==> src/design/vtc_pkg.sv <==
`default_nettype none
package vtc_pkg;
  localparam int NCOEF = 28;
  localparam logic [31:0] ONE_Q = 32'h0001_0000;

  typedef logic signed [31:0] q_t;

  typedef struct packed {
    q_t pos_x;
    q_t pos_y;
    q_t pos_z;
    q_t nrm_x;
    q_t nrm_y;
    q_t nrm_z;
  } vtx_t;

  typedef struct packed {
    q_t scr_x;
    q_t scr_y;
    q_t scr_z;
    q_t scr_w;
    q_t world_x;
    q_t world_y;
    q_t world_z;
    q_t out_nrm_x;
    q_t out_nrm_y;
    q_t out_nrm_z;
  } vdata_t;

  typedef enum logic [2:0] {
    ST_IDLE, ST_MODEL, ST_CLIP, ST_DIV, ST_DONE
  } be_state_t;

  function automatic q_t sat32(input logic signed [63:0] v);
    if (v > 64'sd2147483647) return 32'sh7fff_ffff;
    if (v < -64'sd2147483648) return 32'sh8000_0000;
    return v[31:0];
  endfunction

  function automatic logic [31:0] coef_reset(input logic [4:0] idx);
    logic [31:0] r;
    r = '0;
    unique case (idx)
      5'd0, 5'd5, 5'd10, 5'd12, 5'd17, 5'd22, 5'd27: r = ONE_Q;
      default: r = '0;
    endcase
    return r;
  endfunction
endpackage
`default_nettype wire

==> src/design/vtc_if.sv <==
`default_nettype none
interface vtc_in_if;
  logic        valid;
  logic        ready;
  logic        mode;
  logic [4:0]  coef_index;
  logic [31:0] coef_value;
  logic [31:0] pos_x;
  logic [31:0] pos_y;
  logic [31:0] pos_z;
  logic [31:0] nrm_x;
  logic [31:0] nrm_y;
  logic [31:0] nrm_z;
  modport source(output valid, mode, coef_index, coef_value, pos_x, pos_y, pos_z,
                 nrm_x, nrm_y, nrm_z, input ready);
  modport sink(input valid, mode, coef_index, coef_value, pos_x, pos_y, pos_z,
               nrm_x, nrm_y, nrm_z, output ready);
endinterface

`default_nettype wire

==> src/design/vtc_front.sv <==
`default_nettype none
// accepts beats, writes the coefficient store, queues vertices (2 deep)
module vtc_front (
  input  wire logic          clk,
  input  wire logic          rst,
  vtc_in_if.sink             in_ch,
  output vtc_pkg::vtx_t      q_vtx,
  output logic               q_valid,
  input  wire logic          q_pop,
  input  wire logic          be_busy,
  output logic [31:0]        coef [vtc_pkg::NCOEF]
);
  vtc_pkg::vtx_t fifo [2];
  logic        wp, rp;
  logic [1:0]  cnt;
  logic        acc, push;

  // loads wait until no vertex is queued or in flight so order is kept
  assign in_ch.ready = in_ch.mode ? (cnt != 2'd2) : (cnt == 2'd0 && !be_busy);
  assign acc  = in_ch.valid && in_ch.ready;
  assign push = acc && in_ch.mode;
  assign q_valid = cnt != 2'd0;
  assign q_vtx = fifo[rp];

  always_ff @(posedge clk) begin
    if (rst) begin
      wp <= 1'b0;
      rp <= 1'b0;
      cnt <= '0;
      for (int i = 0; i < vtc_pkg::NCOEF; i++) begin
        coef[i] <= vtc_pkg::coef_reset(5'(i));
      end
    end else begin
      if (acc && !in_ch.mode && in_ch.coef_index < 5'(vtc_pkg::NCOEF))
        coef[in_ch.coef_index] <= in_ch.coef_value;
      if (push) begin
        fifo[wp] <= '{in_ch.pos_x, in_ch.pos_y, in_ch.pos_z,
                      in_ch.nrm_x, in_ch.nrm_y, in_ch.nrm_z};
        wp <= ~wp;
      end
      if (q_pop) rp <= ~rp;
      cnt <= cnt + {1'b0, push} - {1'b0, q_pop};
    end
  end
endmodule
`default_nettype wire

==> src/flat_wrapper.sv <==
// flat-port wrapper written by rule: the top's interface ports become plain ports
module vtc_front_flat 
  (clk, rst, q_vtx, q_valid, q_pop, be_busy, coef, in_ch_valid, in_ch_mode, in_ch_coef_index, in_ch_coef_value, in_ch_pos_x, in_ch_pos_y, in_ch_pos_z, in_ch_nrm_x, in_ch_nrm_y, in_ch_nrm_z, in_ch_ready);
  vtc_in_if in_ch_i ();
  input  wire logic clk;
  input  wire logic rst;
  output vtc_pkg::vtx_t q_vtx;
  output logic q_valid;
  input  wire logic q_pop;
  input  wire logic be_busy;
  output logic [31:0] coef[vtc_pkg::NCOEF];
  input wire logic [$bits(in_ch_i.valid)-1:0] in_ch_valid;
  input wire logic [$bits(in_ch_i.mode)-1:0] in_ch_mode;
  input wire logic [$bits(in_ch_i.coef_index)-1:0] in_ch_coef_index;
  input wire logic [$bits(in_ch_i.coef_value)-1:0] in_ch_coef_value;
  input wire logic [$bits(in_ch_i.pos_x)-1:0] in_ch_pos_x;
  input wire logic [$bits(in_ch_i.pos_y)-1:0] in_ch_pos_y;
  input wire logic [$bits(in_ch_i.pos_z)-1:0] in_ch_pos_z;
  input wire logic [$bits(in_ch_i.nrm_x)-1:0] in_ch_nrm_x;
  input wire logic [$bits(in_ch_i.nrm_y)-1:0] in_ch_nrm_y;
  input wire logic [$bits(in_ch_i.nrm_z)-1:0] in_ch_nrm_z;
  output wire logic [$bits(in_ch_i.ready)-1:0] in_ch_ready;
  assign in_ch_i.valid = in_ch_valid;
  assign in_ch_i.mode = in_ch_mode;
  assign in_ch_i.coef_index = in_ch_coef_index;
  assign in_ch_i.coef_value = in_ch_coef_value;
  assign in_ch_i.pos_x = in_ch_pos_x;
  assign in_ch_i.pos_y = in_ch_pos_y;
  assign in_ch_i.pos_z = in_ch_pos_z;
  assign in_ch_i.nrm_x = in_ch_nrm_x;
  assign in_ch_i.nrm_y = in_ch_nrm_y;
  assign in_ch_i.nrm_z = in_ch_nrm_z;
  assign in_ch_ready = in_ch_i.ready;
  vtc_front u_core (.clk(clk), .rst(rst), .in_ch(in_ch_i), .q_vtx(q_vtx), .q_valid(q_valid), .q_pop(q_pop), .be_busy(be_busy), .coef(coef));
endmodule
==> config.mk <==
export PLATFORM = sky130hd
export DESIGN_NAME = vtc_front_flat
export DESIGN_NICKNAME = d
export VERILOG_FILES = /design/src/design/vtc_pkg.sv /design/src/design/vtc_if.sv /design/src/design/vtc_front.sv /design/src/flat_wrapper.sv
export SDC_FILE = /design/constraint.sdc
export NUM_CORES = 2
export LEC_CHECK = 0
export BUFFER_PORTS_ARGS = -buffer_cell sky130_fd_sc_hd__buf_2
export CORE_AREA = 4 4 515 517
export CTS_CLUSTER_SIZE = 8
export DETAILED_ROUTE_END_ITERATION = 7
export DIE_AREA = 0 0 519 521
export MAX_ROUTING_LAYER = met4
export REMOVE_ABC_BUFFERS = 1
export SLEW_MARGIN = 20
export SYNTH_ARGS = -nofsm -noshare
export SYNTH_HDL_FRONTEND = slang
export SYNTH_SLANG_ARGS = --single-unit
==> constraint.sdc <==
create_clock -name clk -period 29.3 [get_ports clk]
set_input_delay 5.86 -clock clk [delete_from_list [all_inputs] [get_ports clk]]
set_output_delay 5.86 -clock clk [all_outputs]
set_load 0.03 [all_outputs]
======== After elaboration in Yosys (flattened, before gate mapping) ========
Memory sizes are Yosys's and may differ from the RTL's. A register that Yosys moved wholly into a read port is not among the register bits.
Index checks and enable logic that the tools add are counted.
operators by class
  add/sub/neg operators ................... 2
  $lt $le $gt $ge ......................... 3
  equality and inequality tests ........... 1
  multiplexer cells ....................... 9
  bitwise gates (word level) .............. 3
  reduce and logical (&&, ||, !) cells .... 10
operators with widths
  cell                                                                          count
  896-bit bitwise mux                                                           1
  32-bit demux with 5-bit select                                                1
  32-bit 2-to-1 mux                                                             1
  6-bit >= comparator, second input constant                                    1
  1-bit logical AND                                                             6
  6-bit by 1-bit less-than comparator with 1-bit output, second input constant  1
  1-bit 2-to-1 mux                                                              6
  5-bit inverter with 6-bit output                                              1
  5-bit less-than comparator, second input constant                             1
  2-bit by 1-bit adder with 2-bit output                                        1
  1-bit zero test                                                               2
  2-bit zero test                                                               1
  2-bit != test, second input constant                                          1
  1-bit inverter                                                                2
  2-bit nonzero test                                                            1
  2-bit by 1-bit subtractor with 2-bit output                                   1
word-level totals
  register bits ........................... 900
  RAM bits ................................ 384
  input port bits ......................... 235
  output and inout bits ................... 1090
  logic and storage cells ................. 60
  memories ................................ 1
memories
  name         depth  bits a word  read ports  clocked after Yosys merged registers in  write ports  line             text
  u_core.fifo  2      192          1           1                                        1            vtc_front.sv:13  vtc_pkg::vtx_t fifo [2];

======== Longest topological paths before layout ========
  depth after elaboration ................. 8
  mapped depth ............................ 6
  mapped depth without buffers ............ 5

======== Worst setup path before layout ========
No wires, ideal clock.
  kind .................................... input-to-reg
  from .................................... input port rst
  to ...................................... memory u_core.fifo[1][0] in the netlist's numbering, enable pin
  setup time .............................. 1280 ps
  arrival ................................. 26075 ps
  required time ........................... 28020 ps
  slack ................................... 1945 ps
  stages .................................. 4
  path buffers ............................ 3
  cells stage by stage .................... clkbuf_1 -> clkbuf_1 -> clkbuf_1 -> nor4b_1
on the way
  cells in the longest elaborated chain, start to end .. 2
ends and longest elaborated chain
  element                                 line               text
  start, declared                         flat_wrapper.sv:6  input wire logic rst;
  1-bit 2-to-1 mux                        vtc_front.sv:26    if (rst) begin
  1-bit 2-to-1 mux (not written as such)  vtc_front.sv:37    fifo[wp] <= '{in_ch.pos_x, in_ch.pos_y, in_ch.pos_z,
  end, declared                           vtc_front.sv:13
No other way between the ends.

======== Worst setup path after layout ========
  from .................................... input port be_busy
  to ...................................... output port in_ch_ready
on the way
  cells in the longest elaborated chain, start to end .. 3
ends and longest elaborated chain
  element            line                text
  start, declared    flat_wrapper.sv:10  input wire logic be_busy;
  1-bit zero test    vtc_front.sv:19     assign in_ch.ready = in_ch.mode ? (cnt != 2'd2) : (cnt == 2'd0 && !be_busy);
  1-bit logical AND  vtc_front.sv:19
  1-bit 2-to-1 mux   vtc_front.sv:19
  end, declared      flat_wrapper.sv:22  output wire logic [$bits(in_ch_i.ready)-1:0] in_ch_ready;
No other way between the ends.

==> flow_metrics.tcl <==
set metrics [dict create \
    status "finished clean" \
    p_switching_uw 968 \
    synth_area_leader_cell "dfxtp_1" \
    final.setup_skew_ps 40.9 \
    grt_start_max_net_pins 215 \
    synth-seq-cells 1285 \
    grt_pass1_wl_um 277000 \
    seq_power_share 0.459 \
    fp.dieW_um 519 \
    clkPwrFrac 0.480 \
    drive_above_1_share 0.368 \
    drv_cap 0 \
    cts.sinks 1285 \
    setup_ws_ps 16500 \
    grt_setup_unrepaired "false" \
    tightest_slew_ps 1130 \
    cts_tree "yes" \
    fin_area_um2 64100 \
    clk_latency_ps 780 \
    instances_no_fill 8471 \
    max_slew_margin 0.245 \
    viasPerCell 3.92 \
    grt.total_usage 0.149 \
    synth_top_area_frac 0.374 \
    totalWireLength_um 206000 \
    ant_nets 0 \
    tns_ps 0 \
    dpl_worst_slack_ps 16450 \
    critPathKind "primary input to output pin" \
    critPathArrivalTime_ps 6940 \
    avgSynthCellArea_um2 13.1 \
    cts_hold_buf 0 \
    antenna_found_initial 48 \
    syn-instance-count 3681 \
    cp_max_fo 5 \
    synth.area.top_cells "dfxtp_1 (37%), edfxtp_1 (24%), mux2i_1 (19%)" \
    p_per_area_nw_per_um2 63.3 \
    hold_viol 0 \
    combPwrFrac 0.061 \
    die_area_um2 270000 \
    io_buffers 1324 \
    synth_edf_count 384 \
    critPathRequiredTime_ps 23440 \
    synth_flop_cell "dfxtp_1" \
    cts-resized-gates 0 \
    hold_slack_ps 465 \
    dp_cells 8185 \
    setup_viol 0 \
    nets 5185 \
    num_vias 33200 \
    syn2layout_area_growth_pct 33.0 \
    post-cts-setup-buffers 0 \
    coreArea_um2 261000 \
    p_leak_nw 31.0 \
    syn_area_um2 48200 \
    hpwl_um 143000 \
    drc 0 \
    fin_crit_sh 0.437 \
    dr.pass1.iters 5 \
    yosysMostFrequentCell "nand2b_1" \
    grt_overflow 0 \
    drtIter0Drc 2141 \
    fmax_mhz 78.1 \
    intPower_mw 3.09 \
    cp-start-kind "primary input" \
    place_congestion 0.896 \
    synthTopCellsByCount "nand2b_1 (921), dfxtp_1 (901), mux2i_1 (896)" \
    period_minus_slack_ps 12800 \
    worstSetupEndpointType "output pin" \
    cts-buffers-inserted 182 \
    yosys_warnings 0 \
    ys_types 31 \
    yosysSeqAreaShare 0.614 \
    dieHeight_um 521 \
    total_power_mw 4.06 \
    clkTransAtPathRegs_ps 50 \
    final_util 0.245 \
    routedWlPerCell_um 24.3 \
    h-tree-depth 4 \
    switching_share 0.239 \
    std_cell_rows 188 \
    start_util 0.184 \
    first_global_vias 34500 \
    hold_class "flip-flop to flip-flop" \
    cts-root-buf "clkbuf_16" \
    post_dp_cell_area_um2 58800 \
    report.final.slew_viol_count 0 \
    io_pins 1325 \
    clk_path_buf_depth 3 \
    synthArstFlopShare 0 \
    max-vdd-ir-drop_v 0.0000525 \
]
## final timing paths
| check | startpoint | endpoint | slack [ps] | depth (start not counted) |
|---|---|---|---|---|
| hold reg to reg | u_core.coef[770] | u_core.coef[770] | 460 | 2 |
| setup reg to reg | u_core.cnt[0] | u_core.coef[801] | 26050 | 4 |
| setup / recovery | be_busy | in_ch_ready | 16500 | 5 |
| hold / removal | u_core.coef[770] | u_core.coef[770] | 460 | 2 |
## power by group through the flow
stage / Combinational, mW / Clock [mW] / Sequential [mW]
after global routing: 0.260 / 2.08 / 1.86
after global placement: 0.251 / 0 / 1.89
after floorplan: 0.125 / 0 / 1.91
after detailed placement: 0.254 / 0 / 1.90
final: 0.248 / 1.95 / 1.86
after CTS: 0.255 / 2.01 / 1.86
## layout make-up
| cell class | instances | area (µm²) |
|---|---|---|
| fillers | 27500 | 197000 |
| flip-flops and latches | 1285 | 29600 |
| multi-input cells | 2079 | 17700 |
| repair buffers | 1400 | 7230 |
| clock buffers | 235 | 4810 |
| well taps | 3420 | 4280 |
| clock inverters | 19 | 373 |
| diodes | 32 | 80.1 |
| inverters | 1 | 3.75 |
## state kept, by name, summed over array words and instances (netlist names), named ones only
name / count
u_core.coef: 896
u_core.cnt: 2
u_core.wp: 1
u_core.fifo: 384
u_core.rp: 1
## worst max-delay path, cell delays in order
cell,delay [ps]
buf_2,190
nor2_1,350
nor2_1,90
nor2_1,180
buf_2,250
## per-layer routing
metal  vias up  GRT usage  wire, µm
met5         -          -         0
met4         0     0.0431      5510
met3       294     0.0500     16200
met2      1359      0.252    101000
met1     16500      0.168     83000
li1      15000          -         -
## logic make-up (layout without fill, tap and decap cells)
family / count (synthesis) / after routing / share of synthesized area
other: 0 / 32 / 0
multiplexers: 1088 / 1088 / 0.231
AND/OR/NAND/NOR: 983 / 983 / 0.127
flip-flops: 1285 / 1285 / 0.614
buffers and inverters: 317 / 1655 / 0.0271
AO/OA/AOI/OAI: 5 / 5 / 0.000572
XOR/XNOR: 2 / 2 / 0.000364
adder cells (fa/ha/maj): 1 / 1 / 0.000260
## layout by cell type (no fill, tap or decap), drive strengths merged
cell,instances
a21oi,2
nor4b,4
diode,32
mux2i,896
ha,1
and3,2
nor2b,3
buf,1400
nor4,2
and2,1
nor4bb,2
or4,1
xor2,1
clkbuf,235
or2,1
o31ai,1
nand3,28
bufinv,2
nor3b,1
nand2b,921
nor2,14
nand2,1
mux2,192
nor3,1
dfxtp,901
o21ai,2
clkinv,14
xnor2,1
or3,1
inv,4
edfxtp,384
Power figures use the tool's default switching activity.
